**src/rtl/nearest_scale_pitch_snap_core_defines.svh**
```systemverilog
// Assertion macros for the nearest-scale pitch snap block.
// No dependencies; included by the top level only.
`ifndef NEAREST_SCALE_PITCH_SNAP_CORE_DEFINES_SVH
`define NEAREST_SCALE_PITCH_SNAP_CORE_DEFINES_SVH

// antecedent implies consequent in the same cycle
`define NSPS_ASSERT_IMPL(lbl, ante, cons, msg) \
	lbl: assert property (@(posedge clk) disable iff (!arst_n) (ante) |-> (cons)) \
		else $error(msg);

// antecedent implies consequent in the next cycle
`define NSPS_ASSERT_NEXT(lbl, ante, cons, msg) \
	lbl: assert property (@(posedge clk) disable iff (!arst_n) (ante) |=> (cons)) \
		else $error(msg);

`endif

```
**src/rtl/nsps_pkg.sv**
```systemverilog
// Package for the nearest-scale pitch snap block: sizes, state codes and
// the control/result structs shared by the ring cells, evaluator and top level.
`default_nettype none
package nsps_pkg;
	localparam int SCALE_DEPTH = 64;
	localparam int IDX_W       = $clog2(SCALE_DEPTH);
	localparam int FREQ_W      = 24;
	localparam int QFREQ_W     = 25;
	localparam int CNT_W       = 7;
	localparam int PROD_W      = 2 * FREQ_W;
	localparam int APB_AW      = 2;
	localparam int APB_DW      = 32;

	localparam logic [APB_AW-1:0] REG_SCALE_COUNT = APB_AW'(0);
	localparam logic              REQ_LOAD        = 1'b0;
	localparam logic              REQ_SNAP        = 1'b1;

	typedef enum logic [1:0] {
		ST_IDLE,
		ST_RUN,
		ST_FLUSH,
		ST_DONE
	} state_t;

	typedef struct packed {
		logic shift;
		logic load;
	} cell_ctl_t;

	typedef struct packed {
		logic             start;
		logic             active;
		logic             in_use;
		logic [IDX_W-1:0] idx;
	} eval_ctl_t;

	typedef struct packed {
		logic              found;
		logic [IDX_W-1:0]  idx;
		logic [FREQ_W-1:0] val;
	} best_t;
endpackage
`default_nettype wire

```
**src/rtl/nsps_cell.sv**
```systemverilog
// One cell of the scale table ring: holds a single entry, loads it directly
// or takes its neighbour's entry on a shift. Uses nsps_pkg.
`default_nettype none
module nsps_cell (
	input  wire logic                           clk,
	input  wire nsps_pkg::cell_ctl_t            ctl,
	input  wire logic [nsps_pkg::FREQ_W-1:0]    load_data,
	input  wire logic [nsps_pkg::FREQ_W-1:0]    nbr_data,
	output logic      [nsps_pkg::FREQ_W-1:0]    entry
);
	logic [nsps_pkg::FREQ_W-1:0] entry_q;

	always_ff @(posedge clk) begin
		if (ctl.shift) begin
			entry_q <= nbr_data;
		end else if (ctl.load) begin
			entry_q <= load_data;
		end
	end

	assign entry = entry_q;
endmodule
`default_nettype wire

```
**src/rtl/nsps_eval.sv**
```systemverilog
// Best-entry evaluator at the head of the ring: orders each entry against the
// query, then keeps the nearest by cross-multiplied ratios. Uses nsps_pkg.
`default_nettype none
module nsps_eval (
	input  wire logic                           clk,
	input  wire logic                           arst_n,
	input  wire nsps_pkg::eval_ctl_t            ctl,
	input  wire logic [nsps_pkg::FREQ_W-1:0]    entry,
	input  wire logic [nsps_pkg::FREQ_W-1:0]    query,
	output nsps_pkg::best_t                     best
);
	logic                          vld_s1;
	logic [nsps_pkg::IDX_W-1:0]    idx_s1;
	logic [nsps_pkg::FREQ_W-1:0]   val_s1;
	logic [nsps_pkg::FREQ_W-1:0]   hi_s1;
	logic [nsps_pkg::FREQ_W-1:0]   lo_s1;

	logic                          found_q;
	logic [nsps_pkg::IDX_W-1:0]    idx_q;
	logic [nsps_pkg::FREQ_W-1:0]   val_q;
	logic [nsps_pkg::FREQ_W-1:0]   hi_q;
	logic [nsps_pkg::FREQ_W-1:0]   lo_q;

	logic                          ent_gt;
	logic [nsps_pkg::PROD_W-1:0]   cand_prod;
	logic [nsps_pkg::PROD_W-1:0]   best_prod;
	logic                          better;

	assign ent_gt = entry > query;

	always_ff @(posedge clk or negedge arst_n) begin
		if (!arst_n) begin
			vld_s1 <= 1'b0;
		end else begin
			vld_s1 <= ctl.active && ctl.in_use && (entry != '0);
		end
	end

	always_ff @(posedge clk) begin
		idx_s1 <= ctl.idx;
		val_s1 <= entry;
		hi_s1  <= ent_gt ? entry : query;
		lo_s1  <= ent_gt ? query : entry;
	end

	// a nearer than b when hi_a * lo_b < hi_b * lo_a
	assign cand_prod = nsps_pkg::PROD_W'(hi_s1) * nsps_pkg::PROD_W'(lo_q);
	assign best_prod = nsps_pkg::PROD_W'(hi_q) * nsps_pkg::PROD_W'(lo_s1);
	assign better    = !found_q || (cand_prod < best_prod);

	always_ff @(posedge clk or negedge arst_n) begin
		if (!arst_n) begin
			found_q <= 1'b0;
		end else if (ctl.start) begin
			found_q <= 1'b0;
		end else if (vld_s1 && better) begin
			found_q <= 1'b1;
		end
	end

	always_ff @(posedge clk) begin
		if (vld_s1 && better && !ctl.start) begin
			idx_q <= idx_s1;
			val_q <= val_s1;
			hi_q  <= hi_s1;
			lo_q  <= lo_s1;
		end
	end

	assign best.found = found_q;
	assign best.idx   = idx_q;
	assign best.val   = val_q;
endmodule
`default_nettype wire

```
**src/rtl/nearest_scale_pitch_snap_core.sv**
```systemverilog
// Nearest-scale pitch snap: top level with handshakes, APB register, the
// scale table ring of nsps_cell and the nsps_eval unit. Uses nsps_pkg and
// nearest_scale_pitch_snap_core_defines.svh.
//
// Usage:
//   Input items arrive on s_t*. tuser = 0 loads entry_index with entry_freq
//   and gives no result; tuser = 1 snaps query_freq and gives one result
//   item on m_t*, with tlast copied from the query.
//   scale_count is written over APB at address 0; the user must write it
//   only while the block is idle, which the block itself does not enforce.
//   A positive query rotates the 64-entry ring once past the evaluator, one
//   entry per cycle, then drains the compare stage in the flush state and
//   loads the result register in the done state once the output register
//   is free; only then is a new item taken. A non-positive query goes
//   straight from idle to the done state; a load item leaves the block idle.
//   Results sit in an output register; the next item is accepted while one
//   waits, but a finished result is held back until m_tready frees it.
//   Reset clears the count and control; table contents are undefined until
//   loaded.
`default_nettype none
`include "nearest_scale_pitch_snap_core_defines.svh"
module nearest_scale_pitch_snap_core (
	input  wire logic                            clk,
	input  wire logic                            arst_n,
	input  wire logic                            s_tvalid,
	output logic                                 s_tready,
	// [5:0] entry_index, [29:6] entry_freq, [54:30] query_freq, [55] zero
	input  wire logic [55:0]                     s_tdata,
	// [0] req_type
	input  wire logic                            s_tuser,
	input  wire logic                            s_tlast,
	output logic                                 m_tvalid,
	input  wire logic                            m_tready,
	// [24:0] snapped_freq, [30:25] snap_index, [31] zero
	output logic [31:0]                          m_tdata,
	// [0] passed_through
	output logic                                 m_tuser,
	output logic                                 m_tlast,
	input  wire logic                            psel,
	input  wire logic                            penable,
	input  wire logic                            pwrite,
	input  wire logic [nsps_pkg::APB_AW-1:0]     paddr,
	input  wire logic [nsps_pkg::APB_DW-1:0]     pwdata,
	output logic      [nsps_pkg::APB_DW-1:0]     prdata,
	output logic                                 pready
);
	localparam int D = nsps_pkg::SCALE_DEPTH;

	nsps_pkg::state_t                     state_q, state_nx;
	logic [nsps_pkg::IDX_W-1:0]           step_q;
	logic [nsps_pkg::CNT_W-1:0]           count_q;
	logic [nsps_pkg::QFREQ_W-1:0]         query_q;
	logic                                 last_q;
	logic                                 unv_q;
	logic                                 m_valid_q;
	logic [nsps_pkg::QFREQ_W-1:0]         m_freq_q;
	logic [nsps_pkg::IDX_W-1:0]           m_idx_q;
	logic                                 m_pt_q;
	logic                                 m_last_q;

	logic [nsps_pkg::IDX_W-1:0]           in_idx;
	logic [nsps_pkg::FREQ_W-1:0]          in_efreq;
	logic [nsps_pkg::QFREQ_W-1:0]         in_qfreq;
	logic                                 in_acc;
	logic                                 in_pos;
	logic                                 out_free;
	logic                                 res_load;
	logic                                 shift;
	logic                                 load_item;
	logic                                 snap_item;
	logic [nsps_pkg::FREQ_W-1:0]          entries [D];
	nsps_pkg::eval_ctl_t                  ev_ctl;
	nsps_pkg::best_t                      best;
	logic                                 last_step;

	assign in_idx   = s_tdata[5:0];
	assign in_efreq = s_tdata[29:6];
	assign in_qfreq = s_tdata[54:30];
	assign in_pos   = !in_qfreq[nsps_pkg::QFREQ_W-1] && (in_qfreq != '0);
	assign in_acc   = s_tvalid && s_tready;
	assign load_item = in_acc && (s_tuser == nsps_pkg::REQ_LOAD);
	assign snap_item = in_acc && (s_tuser == nsps_pkg::REQ_SNAP);
	assign out_free  = !m_valid_q || m_tready;
	assign last_step = (step_q == nsps_pkg::IDX_W'(D - 1));

	// APB
	assign pready = 1'b1;
	always_comb begin
		prdata = '0;
		if (paddr == nsps_pkg::REG_SCALE_COUNT) begin
			prdata = nsps_pkg::APB_DW'(count_q);
		end
	end

	always_ff @(posedge clk or negedge arst_n) begin
		if (!arst_n) begin
			count_q <= '0;
		end else if (psel && penable && pwrite && pready
				&& paddr == nsps_pkg::REG_SCALE_COUNT) begin
			count_q <= pwdata[nsps_pkg::CNT_W-1:0];
		end
	end

	// next state
	always_comb begin
		state_nx = state_q;
		unique case (state_q)
			nsps_pkg::ST_IDLE: begin
				if (snap_item) begin
					state_nx = in_pos ? nsps_pkg::ST_RUN : nsps_pkg::ST_DONE;
				end
			end
			nsps_pkg::ST_RUN: begin
				if (last_step) begin
					state_nx = nsps_pkg::ST_FLUSH;
				end
			end
			nsps_pkg::ST_FLUSH: state_nx = nsps_pkg::ST_DONE;
			nsps_pkg::ST_DONE: begin
				if (out_free) begin
					state_nx = nsps_pkg::ST_IDLE;
				end
			end
			default: state_nx = nsps_pkg::ST_IDLE;
		endcase
	end

	// outputs of the sequencer
	always_comb begin
		s_tready = 1'b0;
		shift    = 1'b0;
		res_load = 1'b0;
		unique case (state_q)
			nsps_pkg::ST_IDLE:  s_tready = 1'b1;
			nsps_pkg::ST_RUN:   shift    = 1'b1;
			nsps_pkg::ST_FLUSH: ;
			nsps_pkg::ST_DONE:  res_load = out_free;
			default: ;
		endcase
	end

	always_ff @(posedge clk or negedge arst_n) begin
		if (!arst_n) begin
			state_q <= nsps_pkg::ST_IDLE;
			step_q  <= '0;
		end else begin
			state_q <= state_nx;
			if (shift) begin
				step_q <= step_q + 1'b1;
			end
		end
	end

	always_ff @(posedge clk) begin
		if (snap_item) begin
			query_q <= in_qfreq;
			last_q  <= s_tlast;
			unv_q   <= !in_pos;
		end
	end

	// scale table ring: entry j reaches cell 0 at step j
	for (genvar i = 0; i < D; i++) begin : g_cell
		nsps_pkg::cell_ctl_t cctl;
		assign cctl.shift = shift;
		assign cctl.load  = load_item && (in_idx == nsps_pkg::IDX_W'(i));
		nsps_cell u_cell (
			.clk       (clk),
			.ctl       (cctl),
			.load_data (in_efreq),
			.nbr_data  (entries[(i + 1) % D]),
			.entry     (entries[i])
		);
	end

	assign ev_ctl.start  = snap_item;
	assign ev_ctl.active = shift;
	assign ev_ctl.in_use = {1'b0, step_q} < count_q;
	assign ev_ctl.idx    = step_q;

	nsps_eval u_eval (
		.clk    (clk),
		.arst_n (arst_n),
		.ctl    (ev_ctl),
		.entry  (entries[0]),
		.query  (query_q[nsps_pkg::FREQ_W-1:0]),
		.best   (best)
	);

	// result register
	always_ff @(posedge clk or negedge arst_n) begin
		if (!arst_n) begin
			m_valid_q <= 1'b0;
		end else if (res_load) begin
			m_valid_q <= 1'b1;
		end else if (m_tready) begin
			m_valid_q <= 1'b0;
		end
	end

	always_ff @(posedge clk) begin
		if (res_load) begin
			m_last_q <= last_q;
			if (unv_q) begin
				m_freq_q <= query_q;
				m_idx_q  <= '0;
				m_pt_q   <= 1'b1;
			end else if (best.found) begin
				m_freq_q <= nsps_pkg::QFREQ_W'(best.val);
				m_idx_q  <= best.idx;
				m_pt_q   <= 1'b0;
			end else begin
				m_freq_q <= '0;
				m_idx_q  <= '0;
				m_pt_q   <= 1'b1;
			end
		end
	end

	assign m_tvalid = m_valid_q;
	assign m_tdata  = {1'b0, m_idx_q, m_freq_q};
	assign m_tuser  = m_pt_q;
	assign m_tlast  = m_last_q;

	`NSPS_ASSERT_IMPL(a_ring_home, state_q != nsps_pkg::ST_RUN, step_q == '0, "ring not home")
	`NSPS_ASSERT_NEXT(a_flush_done, state_q == nsps_pkg::ST_FLUSH, state_q == nsps_pkg::ST_DONE, "no done")
	`NSPS_ASSERT_IMPL(a_pt_index, m_tvalid && m_tuser, m_tdata[30:25] == '0, "pass-through index")
	`NSPS_ASSERT_IMPL(a_chosen_nonzero, m_tvalid && !m_tuser, m_tdata[24:0] != '0, "zero entry chosen")
endmodule
`default_nettype wire
```
**config.mk**
```make
export PLATFORM = sky130hd
export DESIGN_NAME = nearest_scale_pitch_snap_core
export DESIGN_NICKNAME = d
export VERILOG_FILES = /design/src/rtl/nsps_pkg.sv /design/src/rtl/nsps_cell.sv /design/src/rtl/nsps_eval.sv /design/src/rtl/nearest_scale_pitch_snap_core.sv
export VERILOG_INCLUDE_DIRS = /design/src /design/src/rtl
export SDC_FILE = /design/constraint.sdc
export NUM_CORES = 2
export LEC_CHECK = 0
export BUFFER_PORTS_ARGS = -buffer_cell sky130_fd_sc_hd__buf_2
export CORE_MARGIN = 2
export CORE_UTILIZATION = 55
export DETAILED_ROUTE_END_ITERATION = 8
export PLACE_DENSITY_LB_ADDON = 0.3
export SETUP_SLACK_MARGIN = 0.05
export SLEW_MARGIN = 20
export SYNTH_ARGS = -nofsm -noshare
export SYNTH_HDL_FRONTEND = slang
export SYNTH_SLANG_ARGS = --single-unit
```
**constraint.sdc**
```tcl
create_clock -name clk -period 12.1 [get_ports clk]
set_input_delay 0.605 -clock clk [delete_from_list [all_inputs] [get_ports clk]]
set_output_delay 0.605 -clock clk [all_outputs]
set_load 0.02 [all_outputs]
```
==> out/results.ini <==
[sta]
finalSetupViolCount=0
hold_violations=0
drv_slew=0
max_clock_freq_mhz=95.69
min_period_ns=10.45
tightest_slew_ns=1.199
hold_ws_ns=0.05072
setup_tns_ns=0
finalCritPeriodShare_pct=86.37
rsz0062_at_grt=false
relSlewSlack_pct=20.06
worst_clock_skew_ns=0.02577

[setup_path]
reg2reg_depth=33
critPathMaxStageDelay_ns=1.10
crit_path_end_kind=register
crit_slowest_cell=dfxtp_1
critPathKind=reg2reg
r2r_slack_ns=1.65
cp_data_arrival_time_ns=10.92
reg2reg_to=u_eval.val_q[17]
crit_path_frequent_cell=fa_1
cp_max_fo=45
reg2reg_from=u_eval.lo_s1[3]
required_ns=12.57
critPathLaunchType=register

[global_routing]
antenna_found_initial=14
grt_pass1_wl_mm=403.7
grt_usage_pct=25.85
grt_pass1_vias=73720
overflow=0
grt_max_degree=255

[finish]
post-route-util_pct=59.90
n_fill_cell=15370
nNetsFinal=11410
instances_no_fill=12610
syn_to_final_growth_pct=8.034
drive_above_1_share_pct=6.109

[clock_network]
cts_made_buffers=164
root_buffer=clkbuf_16
clock_sinks=1770
cts.path.max_buffers=3
cts_resized=0
cts_tree=yes
path_clk_slew_ns=0.07
worstSkewPairLatency_ns=0.81
ctsHtreeMaxLevel=4

[floorplanning]
die_h_um=445.1
start_util_pct=55.45
num_io_pins=168
core_area_mm2=0.1930
die_w_um=445.1
dieArea_mm2=0.1981
rows=161

[drt]
drt_iter0_drc=5824
routed_via_density=5.511
drc=0
ant_nets=0
wirelength_mm=250.6
dr.pass1.iters=6
wire_per_inst_um=19.87
num_vias=69490

[worst_hold_path]
holdPathEnd=count_q[3]
hold-path-cell-count=2
worstHoldStart=pwdata[3]
hold_path.class=in2reg

[job]
max-cap-violations=0

[yosys]
synth-edff-count=1674
synth-main-ff-cell=edfxtp_1
synth.yosys.warnings=0
synthCells=10070
synth_cell_types=71
yosysSeqAreaShare_pct=48.86
ys_seq_elements=1770
avgSynthCellArea_um2=10.63
async_reset_ff_share_pct=1.017
synth_area_mm2=0.1070

[run_status]
status=finished, final reports clean

[place]
place.gp.congestion=0.9094
dp_hpwl_mm=168.6
numPortBuffers=114
dp.cells=12240

## layout by cell type, fill, tap and decap left out, drive strengths merged, types with 16 or more instances in the layout
cell type,count
dfrtp,18
dlygate4sd3,32
o21a,16
xor2,36
nand3,22
ha,429
nand2,3770
clkinv,69
conb,27
o21ai,76
a22o,23
and2,555
mux2,56
buf,234
nand2b,41
xnor2,53
diode,32
inv,1137
fa,964
a21oi,105
o21bai,38
clkbuf,203
edfxtp,1674
nor4,19
dfxtp,78
nand4,37
a21o,111
nor2,71
nor3,28
## layer usage
layer | part of all wire, % | routed length [um] | track usage [%]
met1 | 40 | 100100 | 33.01
met2 | 50 | 126000 | 44.66
met3 | 5.8 | 14470 | 3.636
met4 | 4.0 | 10040 | 10.22
met5 | 0.019 | 48 | 0
## flip-flops by register name, summed over array words and instances (netlist names), 2 cells and up
name,count
state_q,2
g_cell.u_cell.entry,1536
m_freq_q,25
query_q,25
u_eval.hi_s1,24
u_eval.lo_q,24
step_q,6
m_idx_q,6
u_eval.val_q,24
count_q,7
u_eval.val_s1,24
u_eval.hi_q,24
u_eval.idx_s1,6
u_eval.idx_q,6
u_eval.lo_s1,24
## worst max-delay path, delay by kind of cell (launching register included)
| family | cells | cell delay (ns) |
|---|---|---|
| AO/OA/AOI/OAI | 9 | 2.53 |
| XOR/XNOR | 1 | 0.19 |
| adder cells (fa/ha/maj) | 9 | 4.32 |
| buffers and inverters | 6 | 0.62 |
| flip-flops | 1 | 1.10 |
| AND/OR/NAND/NOR | 8 | 1.22 |
## final cells by class
class	instances	area (um2)	area share, %
flip-flops and latches	1770	52280	45.23
multi-input cells	6589	48600	42.04
inverters	1124	4219	3.650
diodes	32	80.08	0.06927
well taps	2526	3161	2.734
clock buffers	203	4292	3.712
clock inverters	98	1005	0.8691
repair buffers	266	1962	1.697
## cells by family (layout without fill, tap and decap cells)
group / after synthesis / in the layout / share of synthesized area [%]
DFF: 1770 / 1770 / 48.86
muxes: 57 / 57 / 0.5987
other: 2 / 59 / 0.007018
xor gates and xnor gates: 89 / 89 / 0.7285
AOI/OAI and AO/OA: 438 / 438 / 2.786
adders and majority gates: 1393 / 1393 / 23.05
buffers and inverters: 1734 / 1691 / 6.190
and+or+nand+nor: 4585 / 4585 / 17.78
## synthesized netlist by cell type, types with 53 or more instances
| master | count | area [um2] |
|---|---|---|
| and2_1 | 555 | 3472 |
| clkbuf_1 | 522 | 1959 |
| o21ai_0 | 59 | 295.3 |
| inv_1 | 1124 | 4219 |
| dfxtp_1 | 78 | 1562 |
| nor2_1 | 71 | 266.5 |
| ha_1 | 429 | 5368 |
| edfxtp_1 | 1674 | 50270 |
| fa_1 | 964 | 19300 |
| xnor2_1 | 53 | 464.2 |
| a21o_1 | 111 | 833.3 |
| nand2_1 | 3769 | 14150 |
| a21oi_1 | 103 | 515.5 |
## how the worst max path moves through the flow
| stage | start | to | slack (ns) | cells past startpoint |
|---|---|---|---|---|
| global route | u_eval.lo_s1[3] | u_eval.val_q[16] | 1.07 | 34 |
| floorplan | u_eval.lo_s1[3] | u_eval.hi_q[0] | 1.59 | 33 |
| detailed placement | u_eval.hi_q[15] | u_eval.idx_q[2] | 1.72 | 33 |
| finish | u_eval.lo_s1[3] | u_eval.val_q[17] | 1.65 | 33 |
| CTS | u_eval.hi_q[15] | u_eval.val_q[11] | 1.63 | 33 |
| global placement | u_eval.lo_s1[3] | u_eval.idx_q[0] | 1.76 | 32 |
## per-stage QoR
step,setup WS [ns],cell area [um2]
after floorplan,1.587,107100
after detailed placement,1.720,109800
final,1.650,115600
after global routing,1.072,115600
after CTS,1.633,115400
after global placement,1.760,109600
## what timing repair did
action                     4_1_cts  5_1_grt
setup endpoints to repair        0        0
hold buffers                    32        0
hold endpoints to repair        49        0
setup buffers                    0        0
Power is left out: the tool's default activity adds up to more than one toggle a clock period on the data nets, which glitch-free logic cannot reach.
